<file path="config.mk">
export PLATFORM = sky130hd
export DESIGN_NAME = button_autorepeat_deadzone_top_flat
export DESIGN_NICKNAME = d
export VERILOG_FILES = /design/src/sv/bard_pkg.sv /design/src/sv/bard_in_if.sv /design/src/sv/bard_out_if.sv /design/src/sv/bard_cfg_if.sv /design/src/sv/bard_cell.sv /design/src/sv/bard_stick.sv /design/src/sv/button_autorepeat_deadzone_top.sv /design/src/flat_wrapper.sv
export VERILOG_INCLUDE_DIRS = /design/src /design/src/sv
export SDC_FILE = /design/constraint.sdc
export NUM_CORES = 1
export LEC_CHECK = 0
export BUFFER_PORTS_ARGS = -buffer_cell sky130_fd_sc_hd__buf_2
export CAP_MARGIN = 10
export CORE_MARGIN = 2
export CORE_UTILIZATION = 45
export CTS_BUF_LIST = sky130_fd_sc_hd__clkbuf_8
export DETAILED_ROUTE_END_ITERATION = 8
export PLACE_DENSITY_LB_ADDON = 0.3
export SYNTH_ARGS = -nofsm -noshare
export SYNTH_HDL_FRONTEND = slang
export SYNTH_SLANG_ARGS = --single-unit
</file>
<file path="constraint.sdc">
create_clock -name clk -period 10 [get_ports clk]
set_input_delay 0 -clock clk [delete_from_list [all_inputs] [get_ports clk]]
set_output_delay 0 -clock clk [all_outputs]
set_load 0.005 [all_outputs]
</file>
<file path="src/sv/button_autorepeat_deadzone_top_defines.svh">
// assertion macros for the controller front end
`ifndef BUTTON_AUTOREPEAT_DEADZONE_TOP_DEFINES_SVH
`define BUTTON_AUTOREPEAT_DEADZONE_TOP_DEFINES_SVH

// same-cycle implication, sampled on clk, off during reset
`define BARD_ASSERT_IMP(label, ante, cons, msg) \
  label: assert property (@(posedge clk) disable iff (!rst_n) (ante) |-> (cons)) \
    else $error(msg);

// next-cycle implication, sampled on clk, off during reset
`define BARD_ASSERT_NXT(label, ante, cons, msg) \
  label: assert property (@(posedge clk) disable iff (!rst_n) (ante) |=> (cons)) \
    else $error(msg);

`endif

</file>
<file path="src/sv/bard_pkg.sv">
package bard_pkg;

  localparam int NUM_REPEAT_BUTTONS_DEF = 16;
  localparam int FIRED_W = 16;

  localparam logic [14:0] DEAD_ZONE_RESET = 15'd12288;
  localparam logic [7:0]  DELAY_RESET     = 8'd30;
  localparam logic [7:0]  INTERVAL_RESET  = 8'd0;

  localparam int CFG_IDX_W  = 2;
  localparam int CFG_DATA_W = 16;

  localparam logic [CFG_IDX_W-1:0] CFG_DEAD_ZONE       = 2'd0;
  localparam logic [CFG_IDX_W-1:0] CFG_REPEAT_DELAY    = 2'd1;
  localparam logic [CFG_IDX_W-1:0] CFG_REPEAT_INTERVAL = 2'd2;

  typedef struct packed {
    logic [7:0] delay;
    logic [7:0] interval;
  } rpt_cfg_t;

endpackage

</file>
<file path="src/sv/bard_in_if.sv">
interface bard_in_if;
  logic        valid;
  logic        ready;
  logic [31:0] buttons_now;
  logic [7:0]  left_x_byte;
  logic [7:0]  left_y_byte;
  logic [7:0]  right_x_byte;
  logic [7:0]  right_y_byte;

  modport source (
    output valid, buttons_now, left_x_byte, left_y_byte, right_x_byte, right_y_byte,
    input  ready
  );
  modport sink (
    input  valid, buttons_now, left_x_byte, left_y_byte, right_x_byte, right_y_byte,
    output ready
  );
endinterface

</file>
<file path="src/sv/bard_out_if.sv">
interface bard_out_if;
  logic               valid;
  logic               ready;
  logic [31:0]        buttons_raw;
  logic [31:0]        buttons_before;
  logic [15:0]        buttons_fired;
  logic signed [15:0] left_x_value;
  logic signed [15:0] left_y_value;
  logic signed [15:0] right_x_value;
  logic signed [15:0] right_y_value;

  modport source (
    output valid, buttons_raw, buttons_before, buttons_fired,
           left_x_value, left_y_value, right_x_value, right_y_value,
    input  ready
  );
  modport sink (
    input  valid, buttons_raw, buttons_before, buttons_fired,
           left_x_value, left_y_value, right_x_value, right_y_value,
    output ready
  );
endinterface

</file>
<file path="src/sv/bard_cfg_if.sv">
interface bard_cfg_if;
  logic                                valid;
  logic                                ready;
  logic [bard_pkg::CFG_IDX_W-1:0]      index;
  logic [bard_pkg::CFG_DATA_W-1:0]     data;

  modport source (output valid, index, data, input ready);
  modport sink   (input valid, index, data, output ready);
endinterface

</file>
<file path="src/sv/bard_cell.sv">
module bard_cell (
  input  logic               clk,
  input  logic               rst_n,
  input  logic               adv,
  input  logic               pressed,
  input  bard_pkg::rpt_cfg_t cfg,
  output logic               fire
);

  logic [8:0] hold_r;
  logic [8:0] hold_nxt;
  logic [8:0] neg_mag;

  // hold_r: 0 released, positive counts toward first repeat, negative since last repeat
  always_comb begin
    neg_mag  = 9'd0 - hold_r;
    fire     = 1'b0;
    hold_nxt = hold_r;
    if (!pressed) begin
      hold_nxt = 9'd0;
    end else if (hold_r == 9'd0) begin
      hold_nxt = 9'd1;
      fire     = 1'b1;
    end else if (!hold_r[8]) begin
      if (hold_r[7:0] >= cfg.delay) begin
        hold_nxt = 9'h1FF;
        fire     = 1'b1;
      end else begin
        hold_nxt = hold_r + 9'd1;
      end
    end else begin
      if (neg_mag > {1'b0, cfg.interval}) begin
        hold_nxt = 9'h1FF;
        fire     = 1'b1;
      end else begin
        hold_nxt = hold_r - 9'd1;
      end
    end
  end

  always_ff @(posedge clk) begin
    if (!rst_n) begin
      hold_r <= 9'd0;
    end else if (adv) begin
      hold_r <= hold_nxt;
    end
  end

endmodule

</file>
<file path="src/sv/bard_stick.sv">
module bard_stick (
  input  logic [7:0]         raw_byte,
  input  logic [14:0]        dead_zone,
  output logic signed [15:0] value
);

  logic [7:0]  centred;
  logic [7:0]  mag;
  logic [15:0] mag_scaled;

  // byte minus 128 is the byte with its top bit flipped
  always_comb begin
    centred    = {~raw_byte[7], raw_byte[6:0]};
    mag        = centred[7] ? (8'd0 - centred) : centred;
    mag_scaled = {mag, 8'h00};
    if (mag_scaled < {1'b0, dead_zone}) begin
      value = 16'sd0;
    end else begin
      value = {centred, 8'h00};
    end
  end

endmodule

</file>
<file path="src/sv/button_autorepeat_deadzone_top.sv">
// Controller front end: button auto-repeat and stick dead zone.
// in_ch carries one controller sample per transaction: a 32-bit button word
// and four stick bytes. out_ch returns one result per sample: the raw word,
// the previous sample's word, a 16-bit fire word and four centred stick values.
// cfg_ch writes dead_zone (index 0), repeat_delay (1) and repeat_interval (2);
// other indexes are ignored. cfg_ch.ready is always high; write only when idle.
// An accepted sample passes through the input and result registers to out_ch.
// Throughput: one sample per cycle unless out_ch stalls; an input register and a
// result register with the per-button counters and stick logic between them.
// A stalled out_ch holds its result; the input register still takes one more
// sample, then in_ch.ready drops until out_ch.ready returns.
// Reset clears all hold counters, the previous-word register and both valid
// flags, and loads dead_zone 12288, repeat_delay 30, repeat_interval 0.
`include "button_autorepeat_deadzone_top_defines.svh"

module button_autorepeat_deadzone_top #(
  parameter int NUM_REPEAT_BUTTONS = bard_pkg::NUM_REPEAT_BUTTONS_DEF
) (
  input  logic       clk,
  input  logic       rst_n,
  bard_in_if.sink    in_ch,
  bard_out_if.source out_ch,
  bard_cfg_if.sink   cfg_ch
);

  logic [14:0]        dead_zone_r;
  bard_pkg::rpt_cfg_t rpt_cfg_r;

  logic        s1_valid_r;
  logic [31:0] s1_buttons_r;
  logic [7:0]  s1_lx_r;
  logic [7:0]  s1_ly_r;
  logic [7:0]  s1_rx_r;
  logic [7:0]  s1_ry_r;
  logic [31:0] last_buttons_r;

  logic               out_valid_r;
  logic [31:0]        out_raw_r;
  logic [31:0]        out_before_r;
  logic [15:0]        out_fired_r;
  logic signed [15:0] out_lx_r;
  logic signed [15:0] out_ly_r;
  logic signed [15:0] out_rx_r;
  logic signed [15:0] out_ry_r;

  logic adv;
  logic adv_item;
  logic in_accept;

  logic [NUM_REPEAT_BUTTONS-1:0] fire_all;
  logic [bard_pkg::FIRED_W-1:0]  fired_nxt;
  logic signed [15:0]            lx_nxt;
  logic signed [15:0]            ly_nxt;
  logic signed [15:0]            rx_nxt;
  logic signed [15:0]            ry_nxt;

  assign adv          = !out_valid_r || out_ch.ready;
  assign adv_item     = adv && s1_valid_r;
  assign in_ch.ready  = !s1_valid_r || adv;
  assign in_accept    = in_ch.valid && in_ch.ready;
  assign cfg_ch.ready = 1'b1;

  // configuration registers
  always_ff @(posedge clk) begin
    if (!rst_n) begin
      dead_zone_r        <= bard_pkg::DEAD_ZONE_RESET;
      rpt_cfg_r.delay    <= bard_pkg::DELAY_RESET;
      rpt_cfg_r.interval <= bard_pkg::INTERVAL_RESET;
    end else if (cfg_ch.valid) begin
      case (cfg_ch.index)
        bard_pkg::CFG_DEAD_ZONE:       dead_zone_r        <= cfg_ch.data[14:0];
        bard_pkg::CFG_REPEAT_DELAY:    rpt_cfg_r.delay    <= cfg_ch.data[7:0];
        bard_pkg::CFG_REPEAT_INTERVAL: rpt_cfg_r.interval <= cfg_ch.data[7:0];
        default: begin
        end
      endcase
    end
  end

  // input register
  always_ff @(posedge clk) begin
    if (!rst_n) begin
      s1_valid_r <= 1'b0;
    end else if (in_accept) begin
      s1_valid_r <= 1'b1;
    end else if (adv) begin
      s1_valid_r <= 1'b0;
    end
  end

  always_ff @(posedge clk) begin
    if (in_accept) begin
      s1_buttons_r <= in_ch.buttons_now;
      s1_lx_r      <= in_ch.left_x_byte;
      s1_ly_r      <= in_ch.left_y_byte;
      s1_rx_r      <= in_ch.right_x_byte;
      s1_ry_r      <= in_ch.right_y_byte;
    end
  end

  // per-button repeat counters
  genvar gi;
  generate
    for (gi = 0; gi < NUM_REPEAT_BUTTONS; gi++) begin : g_cell
      bard_cell u_cell (
        .clk     (clk),
        .rst_n   (rst_n),
        .adv     (adv_item),
        .pressed (s1_buttons_r[gi]),
        .cfg     (rpt_cfg_r),
        .fire    (fire_all[gi])
      );
    end
    for (gi = 0; gi < bard_pkg::FIRED_W; gi++) begin : g_fired
      if (gi < NUM_REPEAT_BUTTONS) begin : g_used
        assign fired_nxt[gi] = fire_all[gi];
      end else begin : g_unused
        assign fired_nxt[gi] = 1'b0;
      end
    end
  endgenerate

  bard_stick u_lx (.raw_byte(s1_lx_r), .dead_zone(dead_zone_r), .value(lx_nxt));
  bard_stick u_ly (.raw_byte(s1_ly_r), .dead_zone(dead_zone_r), .value(ly_nxt));
  bard_stick u_rx (.raw_byte(s1_rx_r), .dead_zone(dead_zone_r), .value(rx_nxt));
  bard_stick u_ry (.raw_byte(s1_ry_r), .dead_zone(dead_zone_r), .value(ry_nxt));

  // result register and previous word
  always_ff @(posedge clk) begin
    if (!rst_n) begin
      out_valid_r    <= 1'b0;
      last_buttons_r <= 32'd0;
    end else begin
      if (adv) begin
        out_valid_r <= s1_valid_r;
      end
      if (adv_item) begin
        last_buttons_r <= s1_buttons_r;
      end
    end
  end

  always_ff @(posedge clk) begin
    if (adv_item) begin
      out_raw_r    <= s1_buttons_r;
      out_before_r <= last_buttons_r;
      out_fired_r  <= fired_nxt;
      out_lx_r     <= lx_nxt;
      out_ly_r     <= ly_nxt;
      out_rx_r     <= rx_nxt;
      out_ry_r     <= ry_nxt;
    end
  end

  assign out_ch.valid          = out_valid_r;
  assign out_ch.buttons_raw    = out_raw_r;
  assign out_ch.buttons_before = out_before_r;
  assign out_ch.buttons_fired  = out_fired_r;
  assign out_ch.left_x_value   = out_lx_r;
  assign out_ch.left_y_value   = out_ly_r;
  assign out_ch.right_x_value  = out_rx_r;
  assign out_ch.right_y_value  = out_ry_r;

  `BARD_ASSERT_IMP(a_full_blocks_input, s1_valid_r && !adv, !in_ch.ready, "input taken while full")
  `BARD_ASSERT_NXT(a_item_reaches_out, adv_item, out_valid_r, "item lost on its way out")
  `BARD_ASSERT_IMP(a_fire_needs_press, out_valid_r, (out_fired_r & ~out_raw_r[15:0]) == 16'd0, "fire on released button")
  `BARD_ASSERT_NXT(a_before_tracks_raw, adv_item, last_buttons_r == out_raw_r, "previous word out of step")

endmodule
</file>
<file path="src/flat_wrapper.sv">
// flat-port wrapper written by rule: the top's interface ports become plain ports
module button_autorepeat_deadzone_top_flat 
#(
  parameter int NUM_REPEAT_BUTTONS = bard_pkg::NUM_REPEAT_BUTTONS_DEF
)
  (clk, rst_n, in_ch_valid, in_ch_buttons_now, in_ch_left_x_byte, in_ch_left_y_byte, in_ch_right_x_byte, in_ch_right_y_byte, in_ch_ready, out_ch_valid, out_ch_buttons_raw, out_ch_buttons_before, out_ch_buttons_fired, out_ch_left_x_value, out_ch_left_y_value, out_ch_right_x_value, out_ch_right_y_value, out_ch_ready, cfg_ch_valid, cfg_ch_index, cfg_ch_data, cfg_ch_ready);
  bard_in_if in_ch_i ();
  bard_out_if out_ch_i ();
  bard_cfg_if cfg_ch_i ();
  input  logic clk;
  input  logic rst_n;
  input wire logic [$bits(in_ch_i.valid)-1:0] in_ch_valid;
  input wire logic [$bits(in_ch_i.buttons_now)-1:0] in_ch_buttons_now;
  input wire logic [$bits(in_ch_i.left_x_byte)-1:0] in_ch_left_x_byte;
  input wire logic [$bits(in_ch_i.left_y_byte)-1:0] in_ch_left_y_byte;
  input wire logic [$bits(in_ch_i.right_x_byte)-1:0] in_ch_right_x_byte;
  input wire logic [$bits(in_ch_i.right_y_byte)-1:0] in_ch_right_y_byte;
  output wire logic [$bits(in_ch_i.ready)-1:0] in_ch_ready;
  output wire logic [$bits(out_ch_i.valid)-1:0] out_ch_valid;
  output wire logic [$bits(out_ch_i.buttons_raw)-1:0] out_ch_buttons_raw;
  output wire logic [$bits(out_ch_i.buttons_before)-1:0] out_ch_buttons_before;
  output wire logic [$bits(out_ch_i.buttons_fired)-1:0] out_ch_buttons_fired;
  output wire logic [$bits(out_ch_i.left_x_value)-1:0] out_ch_left_x_value;
  output wire logic [$bits(out_ch_i.left_y_value)-1:0] out_ch_left_y_value;
  output wire logic [$bits(out_ch_i.right_x_value)-1:0] out_ch_right_x_value;
  output wire logic [$bits(out_ch_i.right_y_value)-1:0] out_ch_right_y_value;
  input wire logic [$bits(out_ch_i.ready)-1:0] out_ch_ready;
  input wire logic [$bits(cfg_ch_i.valid)-1:0] cfg_ch_valid;
  input wire logic [$bits(cfg_ch_i.index)-1:0] cfg_ch_index;
  input wire logic [$bits(cfg_ch_i.data)-1:0] cfg_ch_data;
  output wire logic [$bits(cfg_ch_i.ready)-1:0] cfg_ch_ready;
  assign in_ch_i.valid = in_ch_valid;
  assign in_ch_i.buttons_now = in_ch_buttons_now;
  assign in_ch_i.left_x_byte = in_ch_left_x_byte;
  assign in_ch_i.left_y_byte = in_ch_left_y_byte;
  assign in_ch_i.right_x_byte = in_ch_right_x_byte;
  assign in_ch_i.right_y_byte = in_ch_right_y_byte;
  assign in_ch_ready = in_ch_i.ready;
  assign out_ch_valid = out_ch_i.valid;
  assign out_ch_buttons_raw = out_ch_i.buttons_raw;
  assign out_ch_buttons_before = out_ch_i.buttons_before;
  assign out_ch_buttons_fired = out_ch_i.buttons_fired;
  assign out_ch_left_x_value = out_ch_i.left_x_value;
  assign out_ch_left_y_value = out_ch_i.left_y_value;
  assign out_ch_right_x_value = out_ch_i.right_x_value;
  assign out_ch_right_y_value = out_ch_i.right_y_value;
  assign out_ch_i.ready = out_ch_ready;
  assign cfg_ch_i.valid = cfg_ch_valid;
  assign cfg_ch_i.index = cfg_ch_index;
  assign cfg_ch_i.data = cfg_ch_data;
  assign cfg_ch_ready = cfg_ch_i.ready;
  button_autorepeat_deadzone_top #(.NUM_REPEAT_BUTTONS(NUM_REPEAT_BUTTONS)) u_core (.clk(clk), .rst_n(rst_n), .in_ch(in_ch_i), .out_ch(out_ch_i), .cfg_ch(cfg_ch_i));
endmodule
</file>
* After elaboration in Yosys (flattened, before gate mapping) *
Cells that the tools add are included.
W data, S select, Z words.

operators by class
  $add $sub $neg = 52
  order comparisons = 36
  eq/ne operators = 2
  multiplexer cells = 150
  bitwise gates (word level) = 4
  reduce and logical (&&, ||, !) cells = 27

operators by type and width
  operator               number
  $mux W9                80
  $add A9 B1 Y9 const B  16
  $gt A9 B8 Y1           16
  $logic_not A9 Y1       16
  $sub A1 B9 Y9 const A  16
  $sub A9 B1 Y9 const B  16
  $ge A8 B8 Y1           16
  $mux W1                66
  $lt A16 B15 Y1         4
  $mux W8                4
  $sub A1 B8 Y8 const A  4
  $reduce_and A2 Y1      3
  $not A1 Y1             4
  $eq A2 B1 Y1 const B   1
  $eq A2 B2 Y1 const B   1
  $logic_and A1 B1 Y1    2
  $logic_not A1 Y1       2
  $logic_not A2 Y1       1
  $logic_or A1 B1 Y1     2
  $reduce_bool A2 Y1     1

word-level totals
  register bits after elaboration = 417
  input port bits = 87
  output and inout bits = 147
  logic and storage cells = 324

* Longest topological paths before layout *
Gate-level depths: netlist of run 1.

  word-level depth = 6
  depth in mapped cells = 13
  gate-level depth less buffers = 13

* Modules after synthesis *
A second synthesis of run 1 with hierarchy kept.

second synthesis, totals
  cells, all modules = 3045
  area total of the unflattened synthesis = 29185.5 um^2

by module, submodules not included
  module                                     instances  cells an instance  area an instance (um^2)  sequential area each (um^2)
  bard_cell at u_core.g_cell[15].u_cell ...  8          138                1109.8                   180.2
  button_autorepeat_deadzone_top             1          477                8799.7                   7547.2
  bard_cell at u_core.g_cell[0].u_cell ...   7          152                1214.9                   180.2
  bard_stick                                 4          63                 454.2                    0.0
  bard_cell at u_core.g_cell[14].u_cell      1          148                1186.1                   180.2

* Worst setup path after synthesis of run 1 *
OpenSTA, ideal clock, no wires.

  path kind = register to register
  from = register u_core.g_cell[8].u_cell.hold_r[0]
  to = register u_core.g_cell[8].u_cell.hold_r[2]
  setup time = 0.120 ns
  arrival = 3.093 ns
  required time = 9.880 ns
  setup slack = 6.787 ns
  stages on the path, launching flop included = 14
  path buffers = 0
  period minus slack after synthesis = 3.213 ns
  path through = dfxtp_1 -> inv_1 -> ha_1 -> nand2b_1 -> or3_1 -> or3_1 -> and2_1 -> ha_1 -> a21o_1 -> a211oi_1 -> a21oi_1 -> o22ai_2 -> a221oi_1 -> a211o_2

on the way
  cells in the longest elaborated chain, start to end = 6

ends and longest elaborated chain
  item                    line             text
  from (decl)             bard_cell.sv:10  logic [8:0] hold_r;
  from (signal assigned)  bard_cell.sv:45  hold_r <= hold_nxt;
  $sub A1 B9 Y9           bard_cell.sv:16  neg_mag = 9'd0 - hold_r;
  $gt A9 B8 Y1            bard_cell.sv:32  if (neg_mag > {1'b0, cfg.interval}) begin
  $mux W9                 bard_cell.sv:32
  $mux W9                 bard_cell.sv:24  end else if (!hold_r[8]) begin
  $mux W9 *               bard_cell.sv:21  end else if (hold_r == 9'd0) begin
  $mux W9 *               bard_cell.sv:19  if (!pressed) begin

Mark *: on every way between the ends. The rest lies on a longest branch, timed or not.
A chain may end at the register's enable or synchronous reset.

* Worst setup path in the final report of run 1 *
  from = register u_core.g_cell[9].u_cell.hold_r[0]
  to = register u_core.out_fired_r[9] (netlist: u_core.out_ch.buttons_fired[9]) (data pin)

on the way
  cells in the longest elaborated chain, start to end = 5

ends and longest elaborated chain
  item                    line                                   text
  from (decl)             bard_cell.sv:10
  from (signal assigned)  bard_cell.sv:45
  $sub A1 B9 Y9           bard_cell.sv:16
  $gt A9 B8 Y1            bard_cell.sv:32
  $mux W1                 bard_cell.sv:32
  $mux W1                 bard_cell.sv:24
  $mux W1 *               bard_cell.sv:21
  to (signal assigned)    button_autorepeat_deadzone_top.sv:147  out_fired_r <= fired_nxt;
  to (decl)               button_autorepeat_deadzone_top.sv:40   logic [15:0] out_fired_r;

Marks and branches as above.

==> results of run 1 <==
-- state kept, by name (all words and copies together), names as in the netlist --
signal / cells
u_core.g_cell.u_cell.hold_r: 144
u_core.out_ch.buttons_fired: 16
u_core.s1_valid_r: 1
u_core.out_ch.right_x_value: 8
u_core.s1_buttons_r: 32
u_core.out_ch.buttons_raw: 32
u_core.out_ch.left_y_value: 8
u_core.out_ch.valid: 1
u_core.rpt_cfg_r: 16
u_core.out_ch.right_y_value: 8
u_core.s1_ry_r: 8
u_core.s1_ly_r: 8
u_core.out_ch.left_x_value: 8
u_core.out_ch.buttons_before: 32
u_core.s1_rx_r: 8
u_core.s1_lx_r: 8
u_core.dead_zone_r: 15
u_core.last_buttons_r: 32
-- power by group through the flow --
stage          logic [mW]  clock network [mW]  registers [mW]
2_1_floorplan       0.390                   0            1.78
3_3_place_gp        0.525                   0            1.79
3_5_place_dp        0.551                   0            1.79
4_1_cts             0.600                1.64            1.76
5_1_grt             0.680                1.72            1.77
6_report            0.608                1.60            1.76
-- metal layers --
layer	global-route usage [%]	up-vias
met4	11.42	0
met1	29.61	10640
met3	4.257	176
met2	40.86	768
met5	0	-
li1	-	10730
-- how the worst max path moves through the flow --
stage / from / end / slack, ns / depth (start not counted)
detailed placement: u_core.g_cell[1].u_cell.hold_r[0] / u_core.out_ch.buttons_fired[1] / 6.21 / 12
CTS: u_core.g_cell[1].u_cell.hold_r[0] / u_core.out_ch.buttons_fired[1] / 6.17 / 12
floorplan: u_core.g_cell[8].u_cell.hold_r[0] / u_core.g_cell[8].u_cell.hold_r[2] / 6.79 / 13
global placement: u_core.g_cell[9].u_cell.hold_r[0] / u_core.out_ch.buttons_fired[9] / 6.35 / 11
global route: u_core.g_cell[1].u_cell.hold_r[0] / u_core.out_ch.buttons_fired[1] / 5.98 / 12
finish: u_core.g_cell[9].u_cell.hold_r[0] / u_core.out_ch.buttons_fired[9] / 6.14 / 11
-- cell families after synthesis --
family	after synthesis	share of synthesized area [%]
AO/OA/AOI/OAI	691	18.71
XOR/XNOR	167	5.709
adder cells (fa/ha/maj)	336	16.41
buffers and inverters	273	4.581
flip-flops	385	36.96
multiplexers	29	1.211
other	2	0.02931
AND/OR/NAND/NOR	839	16.39
-- timing repair --
| item | CTS | global route |
|---|---|---|
| endpoints found under the setup margin | 0 | 0 |
| hold endpoints to repair | 120 | 0 |
| hold buffers | 160 | 0 |
-- cell type report --
type	count	share of cell area (%)
well taps	756	3.128
inverters	113	1.423
repair buffers	384	9.203
multi-input cells	2095	50.01
clock inverters	58	1.312
diodes	2	0.01655
clock buffers	79	3.596
flip-flops and latches	385	31.32
-- critical path, cell delays in order, from the launching register on --
cell	delay (ns)
dfxtp_1	0.37
inv_1	0.14
ha_1	0.21
or3b_2	0.50
nor3_2	0.26
nor3b_1	0.34
ha_1	0.31
nand4b_1	0.21
or3_1	0.41
o21ai_1	0.43
nor2_1	0.14
o21a_1	0.26
-- cell usage in the layout, fill, tap and decap left out, types with 44 or more instances in the layout --
cell,count
a21o_1,54
a21oi_1,168
a221oi_1,47
and2_1,47
buf_2,200
clkbuf_8,79
dfxtp_1,209
dlygate4sd3_1,160
edfxtp_1,176
ha_1,336
inv_1,129
nand2_1,266
nand2b_1,44
nand3_1,102
nor2_1,118
nor2b_1,53
nor3_1,59
o21ai_0,125
xnor2_1,88
xor2_1,79
==> impl_metrics.toml, run 1 <==
[power]
switchingPower_mw = 1.143
power.density_nw_per_um2 = 131.4
power_leakage_nw = 13.05
fin_total_pwr_mw = 3.972
intPower_mw = 2.829
power_frac_comb_pct = 15.3
pwr-share-seq_pct = 44.3
power_switching_share_pct = 28.78
clock_power_share_pct = 40.4
max-vdd-ir-drop_mv = 0.1113

[clock_tree]
post_cts.resized_instances = 0
number_of_clock_sinks = 385
worst_skew_pair.late_latency_ns = 0.68
max-clock-path-buffers = 3
clock_tree_root_driver_cell = "clkbuf_8"
post-cts-setup-buffer-count = 0
cts_max_level = 3
cts_tree = "yes"
numCtsBuffers = 74
cts.clk_slew.worst_paths_ns = 0.06

[drt]
drt-total-wl_um = 72130
route.vias.total = 22320
maxUsedRoutingLayer = "met4"
first_pass_detailed_route_iteration_total = 6
antenna_violating_nets_post_route = 0
viasPerCell = 5.764
dr_wl_met3_um = 4263
dr_wl_met2_um = 34790
drt-wirelength-per-cell_um = 18.63
number_of_drc_violations_after_detailed_routing = 0
drtIter0Drc = 1577
m1WireLength_um = 30480

[sta]
clock_skew_ns = 0.04061
worst_slack_ns = 6.138
timing.slew.headroom_pct = 19.55
final.min_clock_period_ns = 3.862
totalNegativeSetupSlack_ns = 0
post-route-period-util_pct = 38.62
timing.final.hold_violations = 0
worst_hold_slack_ns = 0.04913
grt_setup_unrepaired = "no"
setup_viol = 0
actual_transition_at_the_worst_max_transition_pin_ns = 1.194
final_max_slew_viol_count = 0
timing.fmax_mhz = 259.0

[run_status]
outcome = "finished, final reports clean"

[worst_hold_path]
worst_hold_startpoint = "in_ch_buttons_now[25]"
hold_crit_path_type = "input pin to flop"
min_delay_worst_endpoint = "u_core.s1_buttons_r[25]"
min_delay_path_depth = 2

[synthesis]
synth.top_cells.by_count = "ha_1, nand2_1, dfxtp_1, edfxtp_1, a21oi_1"
ys_seq_elements = 385
synthDominantCellAreaShare_pct = 20.63
post_synth.cell_area_avg_um2 = 9.412
ys_seq_area_share_pct = 36.96
synth-edff-count = 176
synth_warnings = 0
post-synth-top-count-cell = "ha_1"
yosys.cell_types.count = 84
synth.largest_area_cell = "edfxtp_1"
synth.top_cells.by_area = "edfxtp_1, ha_1, dfxtp_1"
synth_flop_cell = "dfxtp_1"
netlist_area_um2 = 25620
asyncSetResetFlopFracSynth_pct = 0
syn-instance-count = 2722

[finish]
non_filler_instance_count_after_layout = 3872
final_nets = 3476
fin_util_pct = 53.63
final_layout_size_suffix_gt1_share_pct = 12.65
fillCellCount = 5001
register_area_um2 = 9469
multiInputGateArea_um2 = 15120
syn2layout_area_growth_pct = 18.02
final_standard_cell_area_without_fillers_um2 = 30240

[global_route]
grt_overflow_total = 0
grt_usage_pct = 24.06
number_of_antenna_violations_at_the_first_check_in_global_routing = 1
pin_count_of_the_biggest_net_entering_global_routing = 73
global_route_wire_length_before_repair_um = 115800
first_global_vias = 22320

[floorplan]
initial_core_utilization_pct = 45.44
floorplan.die_area_um2 = 58860
placement_rows = 87
die_y_um = 242.6
die_w_um = 242.6
design.portCount = 234
core_area_um2 = 56390

[critical_path]
crit-reg2reg-launch = "u_core.g_cell[9].u_cell.hold_r[0]"
timing_worst_setup_path_type = "flop to flop"
cp-start-kind = "flop"
minimum_setup_slack_among_reg_to_reg_paths_ns = 6.14
r2r_cells = 11
critical_path.reg2reg.endpoint = "u_core.out_ch.buttons_fired[9]"
cp.required_ns = 10.40
setup.worst_path.end_class = "flop"
max_fo_critical_path = 9
worstPathArrival_ns = 4.27

[placement]
routability_congestion_estimate = 0.8966
dpl_cell_area_um2 = 27130
place.port_buffers = 199
hpwlAfterDp_um = 45580
placed_cells_incl_taps = 3571
pre_cts_ws_ns = 6.206

[job]
max-cap-violations = 0
Note: power is estimated with default switching activity, not from simulation.
==> run 2: changes to the inputs <==
- ABC_AREA: unset -> 1
- clock period: 10 -> 3.5 ns (I/O delays scaled with it)
==> run 2 against run 1 <==
  * Synthesized cell count increased by 24%
  * Final cell count grew 18%
  * Combinational power rose to 3.1 times the previous value
  * Critical endpoint is now u_core.out_ch.buttons_fired[15]
  * Largest cell class unchanged
==> impl_metrics.toml, run 2 <==
[critical_path]
max_fo_critical_path = 9
setup.worst_path.start = "u_core.g_cell[15].u_cell.hold_r[0]"
timing_worst_setup_path_type = "flop to flop"
crit-reg2reg-launch = "u_core.g_cell[15].u_cell.hold_r[0]"
r2r_cells = 16
worstPathArrival_ns = 3.18
critical_path.reg2reg.endpoint = "u_core.out_ch.buttons_fired[15]"
crit_end = "u_core.out_ch.buttons_fired[15]"
setup.worst_path.end_class = "flop"
minimum_setup_slack_among_reg_to_reg_paths_ns = 0.81
cp.required_ns = 3.98
cp-start-kind = "flop"

[clock_tree]
worst_skew_pair.late_latency_ns = 0.69
cts.clk_slew.worst_paths_ns = 0.06
post-cts-setup-buffer-count = 0
post_cts.resized_instances = 0
clock_tree_root_driver_cell = "clkbuf_8"
numCtsBuffers = 73
cts_max_level = 3
cts_tree = "yes"
max-clock-path-buffers = 3
number_of_clock_sinks = 385

[synthesis]
synthDominantCellAreaShare_pct = 19.46
synth_flop_cell = "dfxtp_1"
post_synth.cell_area_avg_um2 = 8.047
synth.top_cells.by_area = "edfxtp_1, ha_1, dfxtp_1"
netlist_area_um2 = 27160
synth-edff-count = 176
synth_warnings = 0
yosys.cell_types.count = 47
synth.top_cells.by_count = "nand2_1, inv_1, ha_1, a21oi_1, nand3_1"
ys_seq_elements = 385
syn-instance-count = 3375
asyncSetResetFlopFracSynth_pct = 0
post-synth-top-count-cell = "nand2_1"
ys_seq_area_share_pct = 34.87
synth.largest_area_cell = "edfxtp_1"

[run_status]
outcome = "finished, final reports clean"

[floorplan]
design.portCount = 234
die_y_um = 249.7
initial_core_utilization_pct = 45.25
floorplan.die_area_um2 = 62330
die_w_um = 249.7
core_area_um2 = 60020
placement_rows = 90

[drt]
viasPerCell = 5.090
number_of_drc_violations_after_detailed_routing = 0
drt-total-wl_um = 70560
first_pass_detailed_route_iteration_total = 5
route.vias.total = 23300
antenna_violating_nets_post_route = 0
drt-wirelength-per-cell_um = 15.42
drtIter0Drc = 1328

[sta]
final_max_slew_viol_count = 0
timing.final.hold_violations = 0
timing.fmax_mhz = 371.2
final.min_clock_period_ns = 2.694
clock_skew_ns = 0.05110
post-route-period-util_pct = 76.97
setup_viol = 0
totalNegativeSetupSlack_ns = 0
actual_transition_at_the_worst_max_transition_pin_ns = 0.8359
timing.slew.headroom_pct = 44.21
grt_setup_unrepaired = "no"
worst_hold_slack_ns = 0.03176

[power]
power_switching_share_pct = 29.68
pwr-share-seq_pct = 43.8
max-vdd-ir-drop_mv = 0.3215
switchingPower_mw = 3.381
clock_power_share_pct = 39.8
power_leakage_nw = 14.96
intPower_mw = 8.010
power_frac_comb_pct = 16.4
power.density_nw_per_um2 = 359.2

[finish]
max_flop_register = "u_core.g_cell.u_cell.hold_r"
mostFrequentLayoutCell = "nand2_1"
final_layout_size_suffix_gt1_share_pct = 14.43
max_reg_flops = 144
final_nets = 4153
most-common-layout-cells = "nand2_1, inv_1, ha_1"
fin_util_pct = 52.84
fillCellCount = 5675
syn2layout_area_growth_pct = 16.77

[global_route]
grt_usage_pct = 22.42
pin_count_of_the_biggest_net_entering_global_routing = 85
number_of_antenna_violations_at_the_first_check_in_global_routing = 5
first_global_vias = 22050
grt_overflow_total = 0
global_route_wire_length_before_repair_um = 113800

[worst_hold_path]
hold_crit_path_type = "input pin to flop"

[placement]
hpwlAfterDp_um = 48310
routability_congestion_estimate = 0.8830
place.port_buffers = 199

[job]
max-cap-violations = 0
-- run 2: final cells by class --
type / instances / area, um2 / share of cell area (%)
Inverter: 444 / 1679 / 5.295
Clock buffer: 78 / 1074 / 3.385
Tap cell: 782 / 978.4 / 3.085
Sequential cell: 385 / 9469 / 29.86
Antenna cell: 4 / 10.01 / 0.03156
Clock inverter: 58 / 405.4 / 1.278
Timing Repair Buffer: 367 / 2680 / 8.451
Multi-Input combinational cell: 2459 / 15420 / 48.61
-- run 2: how the worst min path moves through the flow --
stage | start | endpoint | cells past startpoint
floorplan | in_ch_buttons_now[0] | u_core.s1_buttons_r[0] | 0
global placement | in_ch_buttons_now[30] | u_core.s1_buttons_r[30] | 1
detailed placement | in_ch_buttons_now[21] | u_core.s1_buttons_r[21] | 1
CTS | in_ch_buttons_now[18] | u_core.s1_buttons_r[18] | 2
global route | in_ch_buttons_now[17] | u_core.s1_buttons_r[17] | 2
finish | in_ch_right_x_byte[7] | u_core.s1_rx_r[7] | 2
-- run 2: through the flow --
stage	worst slack, ns	area (um2)	total power, mW	std cells
floorplan	0.9059	27270	6.291	3406
global placement	0.8697	28880	6.778	4303
detailed placement	0.8305	28880	6.809	4303
CTS	0.8199	31700	11.51	4573
global route	0.4980	31710	12.01	4577
finish	0.8061	31710	11.39	4577
-- run 2: logic make-up after synthesis --
group           after synthesis  synth area share, %
other cells                   2              0.02765
simple gates               1449                25.13
fa+ha+maj                   336                15.48
buf+inv                     562                8.850
flops                       385                34.87
xor+xnor                    189                6.178
compound gates              452                9.472
-- run 2: critical path: stages, from the launching register on --
cell and delay [ns]:
dfxtp_1 0.36, inv_1 0.15, ha_1 0.24, nand4_1 0.14
nor2_1 0.11, inv_1 0.06, nor2_1 0.14, ha_1 0.27
inv_1 0.08, nand2_1 0.05, nor2_1 0.15, nand3_1 0.09
nand3_1 0.10, nand2_2 0.13, nand2_1 0.09, nand2_1 0.07
a21oi_1 0.26
-- run 2: what timing repair did --
item,CTS,global route
endpoints found under the setup margin,0,0
hold buffers,134,0
hold endpoints to repair,203,0
-- run 2: routing by layer --
layer  GRT usage, %  part of all wire (%)
met5              0                     0
met4          8.692                   3.0
met3          2.983                   4.0
met2          37.64                    47
met1          29.27                    46
-- run 2: power by group through the flow --
stage               combinational (mW)  clock [mW]  sequential, mW
global placement                  1.71           0            5.07
finish                            1.87        4.54            4.99
CTS                               1.86        4.67            4.98
global route                      2.12        4.89            5.00
detailed placement                1.73           0            5.08
floorplan                         1.22           0            5.07
